**src/sv/jasp_pkg.sv**
```systemverilog
// Package for the JPEG APP segment stripper.
// Holds the item types, parser phase codes and marker byte constants.
// No dependencies; every other file imports it.
package jasp_pkg;

   // Marker byte values seen in the stream.
   localparam logic [7:0] MARK_BYTE = 8'hFF;
   localparam logic [7:0] SOI_BYTE  = 8'hD8;
   localparam logic [7:0] APP_MASK  = 8'hF0;
   localparam logic [7:0] APP_BASE  = 8'hE0;
   localparam logic [7:0] COM_BYTE  = 8'hFE;
   localparam logic [7:0] APP2_BYTE = 8'hE2;

   // Result buffer geometry.
   localparam int unsigned OUT_DEPTH = 4;
   localparam int unsigned OUT_PTR_W = 2;
   localparam int unsigned OUT_CNT_W = 3;

   // One input item.
   typedef struct packed {
      logic [7:0] data_byte;
      logic       file_start;
   } req_item_type;

   // One result item.
   typedef struct packed {
      logic [7:0] out_byte;
      logic       last;
   } rsp_item_type;

   // Parser phases.
   typedef enum logic [2:0] {
      PH_HEAD   = 3'd0,
      PH_PASS   = 3'd1,
      PH_HELD   = 3'd2,
      PH_LEN_HI = 3'd3,
      PH_LEN_LO = 3'd4,
      PH_SKIP   = 3'd5
   } phase_type;

   // Results produced by the parser for one item: zero, one or two.
   typedef struct packed {
      logic [1:0]   count;
      rsp_item_type first;
      rsp_item_type second;
   } parse_out_type;

endpackage

```
**src/sv/jasp_parser.sv**
```systemverilog
// Segment parser of the JPEG APP segment stripper.
// Holds phase and length state; decodes one item per cycle while advance is set.
// Depends on jasp_pkg.
module jasp_parser
   import jasp_pkg::*;
(
   input  logic          clock,
   input  logic          reset,
   input  logic          advance,
   input  req_item_type  item,
   input  logic          keep_color_profile,
   output parse_out_type result
);

   phase_type   phase_ff, phase_in;
   logic        head_second_ff, head_second_in;
   logic [7:0]  length_high_ff, length_high_in;
   logic [15:0] skip_left_ff, skip_left_in;

   // A new file restarts the parser before its first byte is handled.
   phase_type   phase_now;
   logic        head_second_now;
   logic [7:0]  data;
   logic        is_segment;
   logic        keep_segment;
   logic [15:0] seg_length;
   logic [15:0] seg_skip;

   always_comb begin
      phase_now       = item.file_start ? PH_HEAD : phase_ff;
      head_second_now = item.file_start ? 1'b0 : head_second_ff;
      data            = item.data_byte;
      is_segment      = ((data & APP_MASK) == APP_BASE) || (data == COM_BYTE);
      keep_segment    = (data == APP2_BYTE) && keep_color_profile;
      seg_length      = {length_high_ff, data};
      seg_skip        = (seg_length < 16'd2) ? 16'd0 : (seg_length - 16'd2);
   end

   // Next-state logic.
   always_comb begin
      phase_in       = phase_now;
      head_second_in = head_second_now;
      length_high_in = length_high_ff;
      skip_left_in   = skip_left_ff;
      unique case (phase_now)
         PH_HEAD: begin
            head_second_in = 1'b1;
            if (head_second_now) begin
               phase_in = PH_PASS;
            end
         end
         PH_HELD: begin
            phase_in = (is_segment && !keep_segment) ? PH_LEN_HI : PH_PASS;
         end
         PH_LEN_HI: begin
            length_high_in = data;
            phase_in       = PH_LEN_LO;
         end
         PH_LEN_LO: begin
            skip_left_in = seg_skip;
            phase_in     = (seg_skip == 16'd0) ? PH_PASS : PH_SKIP;
         end
         PH_SKIP: begin
            if (skip_left_ff != 16'd0) begin
               skip_left_in = skip_left_ff - 16'd1;
            end
            if (skip_left_ff <= 16'd1) begin
               phase_in = PH_PASS;
            end
         end
         default: begin
            phase_in = (data == MARK_BYTE) ? PH_HELD : PH_PASS;
         end
      endcase
   end

   // Result decode.
   always_comb begin
      result = '0;
      unique case (phase_now) inside
         PH_HEAD: begin
            result.count          = 2'd1;
            result.first.out_byte = head_second_now ? SOI_BYTE : MARK_BYTE;
            result.first.last     = 1'b1;
         end
         PH_HELD: begin
            if (!(is_segment && !keep_segment)) begin
               result.count           = 2'd2;
               result.first.out_byte  = MARK_BYTE;
               result.first.last      = 1'b0;
               result.second.out_byte = data;
               result.second.last     = 1'b1;
            end
         end
         PH_LEN_HI, PH_LEN_LO, PH_SKIP: begin
            result.count = 2'd0;
         end
         default: begin
            if (data != MARK_BYTE) begin
               result.count          = 2'd1;
               result.first.out_byte = data;
               result.first.last     = 1'b1;
            end
         end
      endcase
   end

   // State registers.
   always_ff @(posedge clock) begin
      if (reset) begin
         phase_ff       <= PH_HEAD;
         head_second_ff <= 1'b0;
         length_high_ff <= 8'd0;
         skip_left_ff   <= 16'd0;
      end else if (advance) begin
         phase_ff       <= phase_in;
         head_second_ff <= head_second_in;
         length_high_ff <= length_high_in;
         skip_left_ff   <= skip_left_in;
      end
   end

endmodule

```
**src/sv/jasp_out_fifo.sv**
```systemverilog
// Result buffer of the JPEG APP segment stripper.
// Takes up to two result items per cycle and hands one per cycle to the port while it is ready.
// Depends on jasp_pkg.
module jasp_out_fifo
   import jasp_pkg::*;
(
   input  logic          clock,
   input  logic          reset,
   input  parse_out_type push,
   output logic          has_room,
   output logic          out_valid,
   input  logic          out_ready,
   output rsp_item_type  out_item
);

   rsp_item_type           entry_ff [OUT_DEPTH];
   logic [OUT_PTR_W-1:0]   wr_ptr_ff, wr_ptr_in;
   logic [OUT_PTR_W-1:0]   rd_ptr_ff, rd_ptr_in;
   logic [OUT_CNT_W-1:0]   count_ff, count_in;
   logic                   pop;
   logic [OUT_PTR_W-1:0]   wr_next;

   // Room for a two-result item is always kept before the parser advances.
   always_comb begin
      has_room  = count_ff <= OUT_CNT_W'(OUT_DEPTH - 2);
      out_valid = count_ff != '0;
      out_item  = entry_ff[rd_ptr_ff];
      pop       = out_valid && out_ready;
      wr_next   = wr_ptr_ff + OUT_PTR_W'(1);
      wr_ptr_in = wr_ptr_ff + OUT_PTR_W'(push.count);
      rd_ptr_in = rd_ptr_ff + OUT_PTR_W'(pop);
      count_in  = count_ff + OUT_CNT_W'(push.count) - OUT_CNT_W'(pop);
   end

   // Pointers and fill count.
   always_ff @(posedge clock) begin
      if (reset) begin
         wr_ptr_ff <= '0;
         rd_ptr_ff <= '0;
         count_ff  <= '0;
      end else begin
         wr_ptr_ff <= wr_ptr_in;
         rd_ptr_ff <= rd_ptr_in;
         count_ff  <= count_in;
      end
   end

   // Entry storage.
   always_ff @(posedge clock) begin
      if (push.count != 2'd0) begin
         entry_ff[wr_ptr_ff] <= push.first;
      end
      if (push.count == 2'd2) begin
         entry_ff[wr_next] <= push.second;
      end
   end

endmodule

```
**src/sv/jpeg_app_segment_stripper.sv**
```systemverilog
// Top level of the JPEG APP segment stripper.
// Uses jasp_pkg, jasp_parser and jasp_out_fifo.
//
// Usage:
// The req channel takes one stream byte per item with a file_start flag
// that restarts the parser at the first byte of a new file. The rsp channel
// returns the filtered stream: zero, one or two items per input byte, with
// last set on the final result that a byte causes. APP0..APP15 and COM
// segments are removed; APP2 stays when csr keep_color_profile is 1.
// csr_we writes keep_color_profile from csr_wdata; write only while idle.
// A byte is held in the input register, decoded by the parser and then
// written into the result buffer, which drives the rsp channel.
// One byte per cycle is taken while the result buffer has room; a byte
// that yields a marker pair leaves as two items on the single-item rsp port.
// The input register advances only while the four-entry result buffer has
// room for two items, so a stalled receiver backs pressure up to req_ready
// after at most a few items.
// Reset (synchronous, active high) empties the buffer, sets the parser to
// expect the start bytes and sets keep_color_profile to 1.
module jpeg_app_segment_stripper
   import jasp_pkg::*;
(
   input  logic         clock,
   input  logic         reset,
   input  logic         req_valid,
   output logic         req_ready,
   input  req_item_type req_item,
   output logic         rsp_valid,
   input  logic         rsp_ready,
   output rsp_item_type rsp_item,
   input  logic         csr_we,
   input  logic         csr_wdata
);

   logic          keep_ff;
   logic          stage_valid_ff, stage_valid_in;
   req_item_type  stage_item_ff;
   logic          has_room;
   logic          advance;
   parse_out_type parsed;
   parse_out_type push;

   // Input register handshake.
   always_comb begin
      advance        = stage_valid_ff && has_room;
      req_ready      = !stage_valid_ff || has_room;
      stage_valid_in = req_valid || (stage_valid_ff && !has_room);
      push           = advance ? parsed : '0;
   end

   always_ff @(posedge clock) begin
      if (reset) begin
         stage_valid_ff <= 1'b0;
      end else begin
         stage_valid_ff <= stage_valid_in;
      end
   end

   always_ff @(posedge clock) begin
      if (req_valid && req_ready) begin
         stage_item_ff <= req_item;
      end
   end

   // Configuration register.
   always_ff @(posedge clock) begin
      if (reset) begin
         keep_ff <= 1'b1;
      end else if (csr_we) begin
         keep_ff <= csr_wdata;
      end
   end

   jasp_parser u_parser (
      .clock              (clock),
      .reset              (reset),
      .advance            (advance),
      .item               (stage_item_ff),
      .keep_color_profile (keep_ff),
      .result             (parsed)
   );

   jasp_out_fifo u_out_fifo (
      .clock     (clock),
      .reset     (reset),
      .push      (push),
      .has_room  (has_room),
      .out_valid (rsp_valid),
      .out_ready (rsp_ready),
      .out_item  (rsp_item)
   );

endmodule

```
**config.mk**
```make
export PLATFORM = sky130hd
export DESIGN_NAME = jpeg_app_segment_stripper
export DESIGN_NICKNAME = d
export VERILOG_FILES = /design/src/sv/jasp_pkg.sv /design/src/sv/jasp_parser.sv /design/src/sv/jasp_out_fifo.sv /design/src/sv/jpeg_app_segment_stripper.sv
export SDC_FILE = /design/constraint.sdc
export NUM_CORES = 1
export LEC_CHECK = 0
export ABC_AREA = 1
export BUFFER_PORTS_ARGS = -buffer_cell sky130_fd_sc_hd__buf_2
export CAP_MARGIN = 15
export CORE_MARGIN = 2
export CORE_UTILIZATION = 55
export CTS_CLUSTER_DIAMETER = 150
export DETAILED_ROUTE_END_ITERATION = 8
export PLACE_DENSITY = 0.76
export SETUP_SLACK_MARGIN = 0.2
export SLEW_MARGIN = 20
export SYNTH_ARGS = -nofsm -noshare
export SYNTH_HDL_FRONTEND = slang
export SYNTH_SLANG_ARGS = --single-unit
export TNS_END_PERCENT = 1
```
**constraint.sdc**
```tcl
create_clock -name clock -period 2.5 [get_ports clock]
set_clock_uncertainty 0.05 [all_clocks]
set_input_delay 0.25 -clock clock [delete_from_list [all_inputs] [get_ports clock]]
set_output_delay 0.25 -clock clock [all_outputs]
set_load 0.005 [all_outputs]
```
==> flow_metrics.py <==
metrics = {
    "outcome": {
        "status": "completed",
    },
    "clocking": {
        "cts_buffers": 9,
        "cts_tree": "yes",
        "cts_max_path_buffers": 2,
        "cts-root-buf": "clkbuf_8",
        "clk_pin_slew_ns": 0.09,
        "clkLatencyLatePin_ns": 0.36,
        "cts_sinks": 82,
        "htree_levels": 3,
    },
    "sta": {
        "setup_viol": 0,
        "fin_crit_sh": 0.9591,
        "max_freq_mhz": 417.0,
        "rsz0062_at_grt": "true",
        "tns_ns": 0,
        "final_hold_viol_count": 0,
        "period_needed_ns": 2.398,
        "slew_headroom": 0.6659,
        "worst_slack_ns": 0.1021,
        "tightestPinTransition_ns": 0.5011,
        "drv_slew": 0,
    },
    "worst_setup_path": {
        "required_ns": 2.71,
        "reg2reg_to": "u_out_fifo.count_ff[2]",
        "start_kind": "flip-flop",
        "crit_arrival_ns": 2.61,
        "crit_type": "reg -> reg",
        "crit_fanout": 5,
        "worstReg2RegStart": "stage_item_ff[0]",
        "rrSetupSlack_ns": 0.10,
        "worstSetupEndpointType": "flip-flop",
        "rr_worst_depth": 12,
    },
    "logic_synthesis": {
        "synth_nets": 626,
        "seq_area_frac_synth": 0.4498,
        "synth_edf_count": 45,
        "ys_async_sr_fraction": 0,
        "syn_area_per_cell_sq_um": 7.725,
        "synth_area_sq_um": 4651,
        "yosysUniqueCellTypes": 39,
        "synth_ff_type": "edfxtp_1",
        "synth-seq-cells": 82,
        "synthCells": 602,
        "ys_warn_count": 0,
    },
    "final_layout": {
        "drive_gt1_frac": 0.1741,
        "mostFrequentLayoutCells": "nand2_1 (126), nor2_1 (68), o21ai_0 (63), inv_1 (53), edfxtp_1 (45)",
        "finalNetCount": 668,
        "post-route-util": 0.6461,
        "area_growth_pct": 14.15,
        "num_antenna_cells": 0,
        "mostFrequentLayoutCell": "nand2_1",
        "design_area_sq_um": 5309,
    },
    "detailed_routing": {
        "drc": 0,
        "drt_iter0_markers": 297,
        "viasPerCell": 5.597,
        "routed_wl_um": 11200,
        "routedWlPerCell_um": 14.86,
        "vias": 4220,
        "dr.pass1.iters": 6,
        "drt.antenna.violating_nets": 0,
    },
    "floorplan": {
        "die_w_um": 95.96,
        "pin_count": 26,
        "initial_core_util": 0.5660,
        "coreArea_sq_um": 8217,
        "dieArea_sq_um": 9207,
        "die_height_um": 95.96,
        "rows": 33,
    },
    "power_and_ir_drop": {
        "leakage_nw": 2.192,
        "netSwitchingPower_w": 0.001180,
        "intPower_w": 0.002600,
        "vdd_drop_max_v": 0.0003476,
        "p_sw_frac": 0.3121,
        "power_density_nw_per_um2": 712.0,
        "seq_power_share": 0.432,
        "p_comb_frac": 0.257,
        "clock_power_share": 0.311,
    },
    "global_route": {
        "grt_max_degree": 25,
        "track_usage": 0.2640,
        "grt_pass1_vias": 3960,
        "antenna_found_initial": 0,
        "grt_pass1_wl_um": 18600,
        "grt_overflow": 0,
    },
    "flow_run": {
        "maxCapViolCount": 0,
    },
    "min_path": {
        "min-delay-start": "req_item[8]",
        "hold_path.class": "in -> reg",
        "min_to": "stage_item_ff[8]",
        "whs_path_depth": 1,
    },
    "place": {
        "io_buffer_count": 25,
        "dp_slack_ns": 0.07273,
        "gp_congestion": 0.9578,
        "placed_area_sq_um": 4910,
        "dpl.hpwl_um": 8021,
    },
}
flip-flops by register name, indices dropped and copies added (netlist names):
name	flops
keep_ff	1
stage_item_ff	9
stage_valid_ff	1
u_out_fifo.count_ff	3
u_out_fifo.entry_ff	36
u_out_fifo.rd_ptr_ff	2
u_out_fifo.wr_ptr_ff	2
u_parser.head_second_ff	1
u_parser.length_high_ff	8
u_parser.phase_ff	3
u_parser.skip_left_ff	16
timing repair:
action	in CTS	in global routing
pin swaps	7	1
hold buffers	0	1
setup endpoints to repair	29	57
buffers inserted	11	0
hold endpoints to repair	0	1
resized for setup	7	10
through the flow:
stage | total power (W) | std cells | hold slack, ns
3_5_place_dp | 0.002557 | 726 | 0.3839
2_1_floorplan | 0.002268 | 602 | 0.2787
5_1_grt | 0.003988 | 754 | 0.001224
3_3_place_gp | 0.002521 | 726 | 0.3779
6_report | 0.003780 | 754 | 0.01232
4_1_cts | 0.003751 | 753 | 0.009231
cell type report:
class / instances / area (sq um)
clock buffers: 10 / 127.6
clock inverters: 6 / 115.1
fillers: 686 / 2908
inverters: 63 / 236.5
multi-input cells: 438 / 2287
flip-flops and latches: 82 / 2092
well taps: 105 / 131.4
repair buffers: 50 / 319.1
power by group through the flow:
| stage | Combinational (W) | Sequential (W) | Clock (W) |
|---|---|---|---|
| finish | 0.000972 | 0.00163 | 0.00118 |
| floorplan | 0.000626 | 0.00164 | 0 |
| detailed placement | 0.000895 | 0.00166 | 0 |
| global placement | 0.000860 | 0.00166 | 0 |
| global route | 0.00110 | 0.00164 | 0.00124 |
| CTS | 0.000940 | 0.00163 | 0.00118 |
worst max-delay path, stage by stage (launching register included):
cell	delay, ns
edfxtp_1	0.47
nor2_4	0.19
nand2_2	0.10
nor2_4	0.14
o21ai_2	0.09
nor2_4	0.12
inv_2	0.07
ha_1	0.27
inv_1	0.05
fa_2	0.36
xor2_2	0.19
o21ai_1	0.14
a21oi_1	0.05
cells by family after synthesis:
| family | count (synthesis) | synth area share |
|---|---|---|
| adders and majority gates | 9 | 0.02583 |
| buffers and inverters | 82 | 0.07291 |
| and+or+nand+nor | 258 | 0.2381 |
| DFF | 82 | 0.4498 |
| xor gates and xnor gates | 9 | 0.01695 |
| AOI/OAI and AO/OA | 162 | 0.1964 |
routing by layer:
layer | share of wire | wire length [um] | global-route usage | up-vias
li1 | - | - | - | 2119
met1 | 0.44 | 4907 | 0.3196 | 1970
met2 | 0.50 | 5585 | 0.4650 | 111
met3 | 0.046 | 513 | 0.04855 | 20
met4 | 0.017 | 194 | 0.1012 | 0
met5 | 0 | 0 | 0 | -
worst max-delay path by stage:
| stage | start | depth (start not counted) | end | slack [ns] |
|---|---|---|---|---|
| 4_1_cts | stage_item_ff[3] | 14 | u_parser.phase_ff[2] | 0.19 |
| 2_1_floorplan | stage_item_ff[4] | 13 | u_out_fifo.count_ff[2] | 0.03 |
| 5_1_grt | stage_item_ff[1] | 12 | u_out_fifo.count_ff[2] | 0.04 |
| 3_3_place_gp | stage_item_ff[3] | 12 | u_out_fifo.count_ff[2] | 0.17 |
| 3_5_place_dp | stage_item_ff[3] | 12 | u_out_fifo.count_ff[2] | 0.07 |
| 6_report | stage_item_ff[0] | 12 | u_out_fifo.count_ff[2] | 0.10 |
cell usage after synthesis, types with 2 or more instances:
master / instances / area (sq um)
edfxtp_1: 45 / 1351
nor2_4: 5 / 56.30
nand2_1: 130 / 488.0
o31ai_1: 4 / 30.03
o21ai_0: 64 / 320.3
nand3_1: 32 / 160.2
buf_2: 4 / 20.02
inv_1: 54 / 202.7
clkbuf_1: 11 / 41.29
nor2_1: 71 / 266.5
a31oi_1: 4 / 25.02
o21ai_2: 4 / 35.03
nand4_1: 6 / 37.54
inv_2: 9 / 33.78
a21oi_2: 7 / 61.31
buf_6: 3 / 33.78
nor3_1: 3 / 15.01
o21bai_1: 2 / 15.01
xor2_1: 6 / 52.55
o21ai_1: 17 / 85.08
a21oi_1: 42 / 210.2
ha_1: 8 / 100.1
nand2_2: 4 / 25.02
dfxtp_1: 37 / 740.7
nor2_2: 3 / 18.77
o22ai_1: 12 / 75.07
xnor2_1: 3 / 26.28
Note: power is estimated with default switching activity, not from simulation.
